[config.mk]
export PLATFORM = sky130hd
export DESIGN_NAME = mfde_ctrl
export DESIGN_NICKNAME = d
export VERILOG_FILES = /design/src/hdl/mfde_pkg.sv /design/src/hdl/mfde_ctrl.sv
export SDC_FILE = /design/constraint.sdc
export NUM_CORES = 1
export LEC_CHECK = 0
export ABC_AREA = 1
export BUFFER_PORTS_ARGS = -buffer_cell sky130_fd_sc_hd__buf_2
export CAP_MARGIN = 20
export CORE_MARGIN = 2
export CORE_UTILIZATION = 45
export DETAILED_ROUTE_END_ITERATION = 12
export HOLD_SLACK_MARGIN = 0.12
export PLACE_DENSITY_LB_ADDON = 0.3
export SYNTH_ARGS = -nofsm -noshare
export SYNTH_HDL_FRONTEND = slang
export SYNTH_SLANG_ARGS = --single-unit
[constraint.sdc]
create_clock -name aclk -period 1.1 [get_ports aclk]
set_input_delay 0.165 -clock aclk [delete_from_list [all_inputs] [get_ports aclk]]
set_output_delay 0.165 -clock aclk [all_outputs]
set_load 0.005 [all_outputs]
[src/hdl/mfde_pkg.sv]
`default_nettype none
// ----------------------------------------------------------------------------
// mfde_pkg
// shared constants, types and helpers of the monochrome framebuffer engine
// ----------------------------------------------------------------------------
package mfde_pkg;

    localparam int FB_WIDTH  = 128;
    localparam int FB_HEIGHT = 64;
    localparam int ROW_W     = $clog2(FB_HEIGHT);
    localparam int COL_W     = $clog2(FB_WIDTH);

    localparam logic [2:0] REQ_FILL_FRAME = 3'd0;
    localparam logic [2:0] REQ_SET_PIXEL  = 3'd1;
    localparam logic [2:0] REQ_FILL_RECT  = 3'd2;
    localparam logic [2:0] REQ_OUTLINE    = 3'd3;
    localparam logic [2:0] REQ_BITMAP     = 3'd4;
    localparam logic [2:0] REQ_READ_PIXEL = 3'd5;

    typedef logic [FB_WIDTH-1:0] row_t;

    // controller to datapath
    typedef struct packed {
        logic             load;      // latch the request
        logic             clear_run; // write the ink to the whole row at row_idx
        logic             zero_run;  // write zeros to the whole row at row_idx
        logic             rd;        // issue row read at row_idx
        logic             wr;        // merge and write row at row_idx
        logic [ROW_W-1:0] row_idx;
        logic             take_pix;  // latch the read pixel from read data
    } cmd_t;

    // datapath to controller
    typedef struct packed {
        logic [2:0]       req_type;
        logic [ROW_W-1:0] y_first;
        logic [ROW_W-1:0] y_last;
        logic             span_ok;   // at least one row to visit
    } stat_t;

    // mask of columns [x0, x1) clipped to the frame, on 13-bit signed bounds
    function automatic row_t span_mask(input logic signed [12:0] x0,
                                       input logic signed [12:0] x1);
        row_t m;
        m = '0;
        for (int c = 0; c < FB_WIDTH; c++) begin
            if ($signed(13'(c)) >= x0 && $signed(13'(c)) < x1) begin
                m[c] = 1'b1;
            end
        end
        return m;
    endfunction

endpackage
`default_nettype wire

[src/hdl/mfde_ctrl.sv]
`default_nettype none
// ----------------------------------------------------------------------------
// mfde_ctrl
// sequencer: reset clearing pass, row read-modify-write walk, result handshake
// ----------------------------------------------------------------------------
module mfde_ctrl (
    input  wire logic            aclk,
    input  wire logic            aresetn,
    input  wire logic            s_valid,
    output logic                 s_ready,
    output logic                 m_valid,
    input  wire logic            m_ready,
    output logic [2:0]           m_ack_type,
    output mfde_pkg::cmd_t       cmd,
    input  wire mfde_pkg::stat_t stat
);
    localparam int RW = mfde_pkg::ROW_W;
    localparam logic [RW-1:0] LAST_ROW = RW'(mfde_pkg::FB_HEIGHT - 1);

    typedef enum logic [2:0] {
        ST_INIT, ST_IDLE, ST_DECODE, ST_READ, ST_WRITE, ST_FILL, ST_DONE
    } state_t;

    state_t        state_reg, state_next;
    logic [RW-1:0] row_reg, row_next;
    logic          mval_reg, mval_next;
    logic [2:0]    ack_reg, ack_next;

    always_comb begin
        state_next = state_reg;
        row_next   = row_reg;
        mval_next  = mval_reg;
        ack_next   = ack_reg;
        cmd        = '0;
        cmd.row_idx = row_reg;
        if (mval_reg && m_ready) mval_next = 1'b0;
        s_ready = (state_reg == ST_IDLE) && !(mval_reg && !m_ready);
        unique case (state_reg)
            ST_INIT: begin
                // ink_reg is unknown here, so write zeros directly
                cmd.zero_run = 1'b1;
                row_next = row_reg + RW'(1);
                if (row_reg == LAST_ROW) state_next = ST_IDLE;
            end
            ST_IDLE: begin
                if (s_valid && s_ready) begin
                    cmd.load   = 1'b1;
                    state_next = ST_DECODE;
                end
            end
            ST_DECODE: begin
                if (stat.req_type == mfde_pkg::REQ_FILL_FRAME) begin
                    row_next   = '0;
                    state_next = ST_FILL;
                end else if (stat.req_type == mfde_pkg::REQ_READ_PIXEL ||
                             (stat.span_ok && stat.req_type <= mfde_pkg::REQ_BITMAP)) begin
                    row_next   = stat.y_first;
                    state_next = ST_READ;
                end else begin
                    state_next = ST_DONE;
                end
            end
            ST_READ: begin
                cmd.rd     = 1'b1;
                state_next = ST_WRITE;
            end
            ST_WRITE: begin
                if (stat.req_type == mfde_pkg::REQ_READ_PIXEL) begin
                    cmd.take_pix = 1'b1;
                    state_next   = ST_DONE;
                end else begin
                    cmd.wr = 1'b1;
                    if (row_reg == stat.y_last) begin
                        state_next = ST_DONE;
                    end else begin
                        row_next   = row_reg + RW'(1);
                        state_next = ST_READ;
                    end
                end
            end
            ST_FILL: begin
                cmd.clear_run = 1'b1;
                row_next = row_reg + RW'(1);
                if (row_reg == LAST_ROW) state_next = ST_DONE;
            end
            ST_DONE: begin
                mval_next  = 1'b1;
                ack_next   = stat.req_type;
                state_next = ST_IDLE;
            end
            default: state_next = ST_IDLE;
        endcase
    end

    always_ff @(posedge aclk) begin
        if (!aresetn) begin
            state_reg <= ST_INIT;
            row_reg   <= '0;
            mval_reg  <= 1'b0;
            ack_reg   <= '0;
        end else begin
            state_reg <= state_next;
            row_reg   <= row_next;
            mval_reg  <= mval_next;
            ack_reg   <= ack_next;
        end
    end

    assign m_valid    = mval_reg;
    assign m_ack_type = ack_reg;

    assert property (@(posedge aclk) disable iff (!aresetn)
        (state_reg == ST_DONE) |-> !(mval_reg && !m_ready))
        else $error("result overwritten before taken");
    assert property (@(posedge aclk) disable iff (!aresetn)
        (cmd.wr || cmd.clear_run || cmd.zero_run) |-> !cmd.rd)
        else $error("read and write in the same cycle");
    assert property (@(posedge aclk) disable iff (!aresetn)
        s_ready |-> (state_reg == ST_IDLE))
        else $error("ready outside idle");
endmodule
`default_nettype wire

==> run_results.csv, run 1 <==
group,metric,value,unit
status,outcome,"finished, violations left",
status,violations,"setup timing",
clocking,clock_path_buffers,2,
worst_setup_path,cp-start-kind,"flip-flop",
synth,synth_seq_cells,13,
worst_setup_path,worstPathRequired,940,ps
global_routing,grt-busiest-layer,"met2",
timing,fin_ws,-273,ps
pwr,p_total,2.51,mW
pwr,peakVddDrop,1150,uV
timing,period_share,125,%
synth,avgSynthCellArea,5.73,um2
clocking,clock_latency,280,ps
pwr,powerDensity,1400,nW/um2
synth,synth_nets,210,
worst_setup_path,critPathKind,"flip-flop to primary output",
pwr,seqPwrFrac,30.0,%
floorplan,die_y,53.0,um
synth,synth-warning-count,0,
flow_run,drv_cap,0,
final_layout,area_growth_syn_to_layout,65.5,%
placement,dpl.hpwl,2230,um
global_routing,grt_pass1_wl,5300,um
pwr,p_clk_share,13.0,%
global_routing,gr-usage-met1,29.2,%
timing,fin_tns_setup,-3480,ps
detailed_routing,via_count,1497,
placement,gp_congestion,0.899,
synth,yosys-top-cells-area,"dfxtp_1 24%, nand2_1 22%, inv_1 12%",
global_routing,grt_max_degree,13,
timing,worst_pin_slew,398,ps
worst_setup_path,worstPathArrival,1210,ps
global_routing,grtUsageMet3,3.95,%
global_routing,antenna_found_initial,0,
worst_setup_path,path_cells,"nand2_4, nor2_4, inv_2, nor3_2, buf_2",
floorplan,start_util,48.5,%
clocking,cts_max_level,1,
pwr,p_leak,0.979,nW
worst_setup_path,path_buf_inv,2,
final_layout,nNetsFinal,286,
global_routing,grt.total_usage,25.7,%
clocking,cts_buffers,3,
synth,ys_seq_area_share,24.0,%
synth,synth_area_leader_cell,"dfxtp_1",
pwr,p_comb_share,57.0,%
worst_setup_path,path_max_fanout,7,
floorplan,coreArea,2230,um2
final_layout,diodes,0,
detailed_routing,via_per_inst,5.13,
floorplan,die-area,2810,um2
placement,io_buffers,36,
final_layout,seq_area,287,um2
worst_setup_path,crit_path_end_kind,"primary output",
global_routing,gr-total-overflow,0,
detailed_routing,drc,0,
synth,netlist_area,1080,um2
timing,rsz0062_at_grt,"true",
timing,finalHoldViolCount,0,
clocking,postCtsHoldBufs,0,
timing,period_minus_slack,1370,ps
detailed_routing,drt_iter0_markers,52,
worst_setup_path,critPathTopFamily,"flip-flops",
clocking,cts_root_buf,"clkbuf_4",
clocking,tritoncts,"built",
placement,dp.cells,277,
detailed_routing,wirelength,3830,um
final_layout,largest_register_ffs,6,
clocking,cts.sinks,13,
worst_setup_path,cp_slowest_cell,"dfxtp_4",
synth,synthCells,189,
floorplan,die_x,53.0,um
pwr,p_switching,1.08,mW
synth,synth_cell_types,27,
pwr,p_sw_share,42.9,%
final_layout,final_cells,292,
synth,synth_top_area_share,24.0,%
timing,drv_slew,0,
timing,slew_headroom,73.4,%
min_path,hp-class,"primary input to flip-flop",
timing,fmax,728,MHz
placement,placed_cell_area,1510,um2
global_routing,first_global_vias,1295,
worst_setup_path,cpPeakStageDelay,460,ps
final_layout,multi_input_area,831,um2
final_layout,design_area,1790,um2
timing,clock_skew,2.97,ps
final_layout,fillCellCount,172,
clocking,cts.clk_slew.worst_paths,100,ps
floorplan,ios,37,
detailed_routing,first_pass_iters,4,
floorplan,num_rows,17,
global_routing,met2_usage,47.7,%
timing,setup_viol_count_final,16,
pwr,p_int,1.43,mW
detailed_routing,ant_nets,0,
detailed_routing,wl_per_cell,13.1,um
final_layout,drive_gt1_share,49.6,%
worst reg2reg max path: stages (launching register included):
cell,delay (ps)
dfxtp_4,440
inv_8,80
nand3_2,100
inv_2,40
buf_4,130
o22ai_4,180
nand3_2,120
o21ai_2,90
nand2_1,80
inv_1,50
path summary, 6_finish.rpt:
kind                  from       endpoint  slack [ps]  cells after the start
max           state_reg[0]        cmd[11]        -270                      5
min               stat[13]  m_ack_type[0]         170                      3
max reg2reg   state_reg[1]   state_reg[0]        -250                      9
min reg2reg  m_ack_type[1]  m_ack_type[1]         450                      2
cell usage after synthesis:
| master | instances |
|---|---|
| nand3_2 | 2 |
| nor4_1 | 1 |
| inv_1 | 34 |
| buf_8 | 1 |
| nor2_1 | 21 |
| nand3_4 | 1 |
| a21boi_1 | 1 |
| o21ai_2 | 1 |
| o22ai_2 | 1 |
| ha_1 | 1 |
| inv_2 | 3 |
| dfxtp_1 | 13 |
| nand2_1 | 63 |
| a31oi_1 | 1 |
| nor3_1 | 3 |
| xor2_1 | 1 |
| o31ai_1 | 1 |
| nor2_2 | 2 |
| nand3_1 | 13 |
| nor3_2 | 1 |
| xnor2_1 | 1 |
| nand2_4 | 2 |
| nand4_1 | 1 |
| buf_4 | 1 |
| a21oi_1 | 6 |
| o21ai_0 | 11 |
| nand2_2 | 2 |
what timing repair did:
action                                  CTS  global route
buffers inserted                          4             5
gates cloned                              0             2
pin swaps                                 5            10
resized for setup                        22            27
endpoints found under the setup margin   17            21
cells by family after synthesis:
kind of cell / share of synthesized area [%]
flops: 24.0
fa+ha+maj: 1.16
xor+xnor: 1.62
compound gates: 11.8
buf+inv: 14.9
simple gates: 46.5
final cells by class:
cell class	count	area share, %
multi-input cells	139	46.4
repair buffers	71	25.9
flip-flops and latches	13	16.0
inverters	37	8.31
well taps	28	1.96
clock buffers	4	1.47
stage by stage:
step | utilization [%] | hold WS [ps] | worst slack, ps
after floorplan | - | 295 | -16.3
after global placement | 67.8 | 433 | -119
after detailed placement | 67.8 | 435 | -138
after CTS | 73.8 | 185 | -274
after global routing | 80.2 | 195 | -318
final | 80.2 | 169 | -273
power by group through the flow:
stage / Sequential, mW / Clock, mW / Combinational, mW
2_1_floorplan: 0.735 / 0 / 0.662
3_3_place_gp: 0.735 / 0 / 1.11
3_5_place_dp: 0.738 / 0 / 1.12
4_1_cts: 0.736 / 0.332 / 1.21
5_1_grt: 0.770 / 0.348 / 1.59
6_report: 0.752 / 0.327 / 1.43
cell usage in the layout (no fill, tap or decap), types with 2 or more instances in the layout:
master / count
inv_1: 25
nor2_4: 3
buf_4: 31
nor3_2: 3
nand2_1: 58
dfxtp_2: 3
dfxtp_1: 4
nand3_4: 2
buf_2: 35
nor2_2: 5
o21ai_1: 6
nand3_2: 7
nand2_4: 3
buf_6: 5
inv_2: 10
nand2_2: 6
nor2_1: 15
nand3_1: 8
clkbuf_4: 3
dfxtp_4: 6
a21oi_1: 6
o21ai_0: 5
per-layer routing:
layer | share of wire, % | wire length [um]
met3 | 6.8 | 260
met1 | 37 | 1420
met5 | 0 | 0
met2 | 53 | 2040
met4 | 2.8 | 106
Note: power is estimated with default switching activity, not from simulation.
==> run 2, diff against run 1 <==
--- a/config.mk
+++ b/config.mk
@@ -13,6 +13,7 @@
 export DETAILED_ROUTE_END_ITERATION = 12
 export HOLD_SLACK_MARGIN = 0.12
 export PLACE_DENSITY_LB_ADDON = 0.3
+export RECOVER_POWER = 50
 export SYNTH_ARGS = -nofsm -noshare
 export SYNTH_HDL_FRONTEND = slang
 export SYNTH_SLANG_ARGS = --single-unit
==> constraint.sdc (replaced) <==
create_clock -name aclk -period 1.1 [get_ports aclk]
set_input_delay 0.165 -clock aclk [delete_from_list [all_inputs] [get_ports aclk]]
set_output_delay 0.165 -clock aclk [all_outputs]
set_load 0.02 [all_outputs]
==> run_results.csv, run 2 (synthesis gave the netlist of run 1 again) <==
group,metric,value,unit
status,outcome,"finished, violations left",
status,violations,"setup timing",
final_layout,final_cells,293,
placement,gp_congestion,0.863,
worst_setup_path,worstPathArrival,1320,ps
global_routing,gr-total-overflow,0,
timing,period_share,135,%
placement,dp.cells,282,
final_layout,multi_input_area,826,um2
final_layout,seq_area,292,um2
timing,fmax,675,MHz
clocking,cts_root_buf,"clkbuf_4",
final_layout,final_common_cell,"nand2_1",
worst_setup_path,worstPathRequired,940,ps
floorplan,die-area,2810,um2
final_layout,fillCellCount,145,
pwr,p_sw_share,44.3,%
floorplan,die_y,53.0,um
floorplan,num_rows,17,
detailed_routing,drc,0,
worst_setup_path,path_max_fanout,5,
detailed_routing,via_count,1528,
final_layout,area_growth_syn_to_layout,72.5,%
final_layout,nNetsFinal,287,
placement,io_buffers,36,
global_routing,grt_pass1_wl,5050,um
timing,setup_viol_count_final,20,
timing,whs,205,ps
timing,clock_skew,4.56,ps
clocking,cts.sinks,13,
pwr,seqPwrFrac,28.6,%
clocking,clock_latency,290,ps
final_layout,drive_gt1_share,50.6,%
timing,slew_headroom,76.2,%
placement,dpl.hpwl,2310,um
clocking,postCtsHoldBufs,0,
timing,drv_slew,0,
global_routing,grt.total_usage,24.3,%
clocking,clock_path_buffers,2,
pwr,p_comb_share,58.9,%
timing,finalHoldViolCount,0,
clocking,cts_buffers,3,
flow_run,drv_cap,0,
final_layout,diodes,0,
final_layout,largest_register_ffs,6,
clocking,cts_max_level,1,
floorplan,ios,37,
pwr,p_leak,0.963,nW
detailed_routing,first_pass_iters,4,
floorplan,coreArea,2230,um2
final_layout,layout_common_cells,"55 x nand2_1, 31 x buf_4, 25 x inv_1",
floorplan,start_util,48.5,%
global_routing,antenna_found_initial,0,
timing,period_minus_slack,1480,ps
detailed_routing,via_per_inst,5.22,
timing,rsz0062_at_grt,"true",
timing,fin_ws,-380,ps
pwr,powerDensity,1390,nW/um2
detailed_routing,wl_per_cell,13.5,um
global_routing,first_global_vias,1246,
worst_setup_path,critPathKind,"flip-flop to primary output",
worst_setup_path,crit_path_end_kind,"primary output",
clocking,cts.clk_slew.worst_paths,90,ps
timing,worst_pin_slew,354,ps
pwr,peakVddDrop,1220,uV
pwr,p_int,1.45,mW
pwr,p_total,2.60,mW
detailed_routing,wirelength,3950,um
detailed_routing,drt_iter0_markers,52,
global_routing,grt_max_degree,13,
detailed_routing,ant_nets,0,
clocking,tritoncts,"built",
placement,dp_worst_setup_slack,-127,ps
floorplan,die_x,53.0,um
min_path,hp-class,"primary input to flip-flop",
worst_setup_path,cp-start-kind,"flip-flop",
pwr,p_switching,1.15,mW
pwr,p_clk_share,12.5,%
run 2: metrics by stage:
| stage | TNS, ps | cell area (um2) | util, % |
|---|---|---|---|
| 6_report | -4100 | 1870 | 83.6 |
| 3_5_place_dp | -1210 | 1590 | 71.1 |
| 5_1_grt | -5000 | 1870 | 83.6 |
| 4_1_cts | -3780 | 1710 | 76.4 |
| 3_3_place_gp | -997 | 1590 | 71.1 |
| 2_1_floorplan | -370 | 1150 | - |
run 2: cell type report:
cell class / count / share of cell area (%)
tap: 28 / 1.88
clock buffer: 4 / 1.41
inverter: 37 / 8.24
timing repair buffer: 73 / 28.6
sequential: 13 / 15.6
multi-input combinational: 138 / 44.2
run 2: final timing paths:
kind	startpoint	end	slack, ps	cells past startpoint
setup / recovery	state_reg[0]	cmd[9]	-380	5
hold / removal	stat[14]	m_ack_type[1]	210	3
setup reg to reg	state_reg[2]	row_reg[0]	-240	9
hold reg to reg	m_ack_type[1]	m_ack_type[1]	480	2
run 2: routing by layer:
metal  global-route usage [%]  share of wire [%]  up-vias
met4                     8.12                3.5        0
met5                        0                  0        -
met1                     27.4                 39      708
met3                     3.11                5.5       19
met2                     46.0                 52       62
li1                         -                  -      739
run 2: power groups by stage:
stage | clock [mW] | combinational (mW) | sequential (mW)
2_1_floorplan | 0 | 0.683 | 0.821
3_3_place_gp | 0 | 1.26 | 0.732
3_5_place_dp | 0 | 1.26 | 0.734
4_1_cts | 0.323 | 1.35 | 0.730
5_1_grt | 0.336 | 1.68 | 0.762
6_report | 0.323 | 1.53 | 0.743
run 2: worst max-delay path: stages (launching register included):
cell and delay, ps:
dfxtp_4 390, nor2_2 170, nand2_1 120, inv_2 100, buf_4 100, buf_2 140
run 2: repair_timing:
item	in CTS	in global routing
setup buffers	5	4
endpoints found under the setup margin	22	21
cloned	0	1
gates resized for setup	23	45
pin swaps	5	17
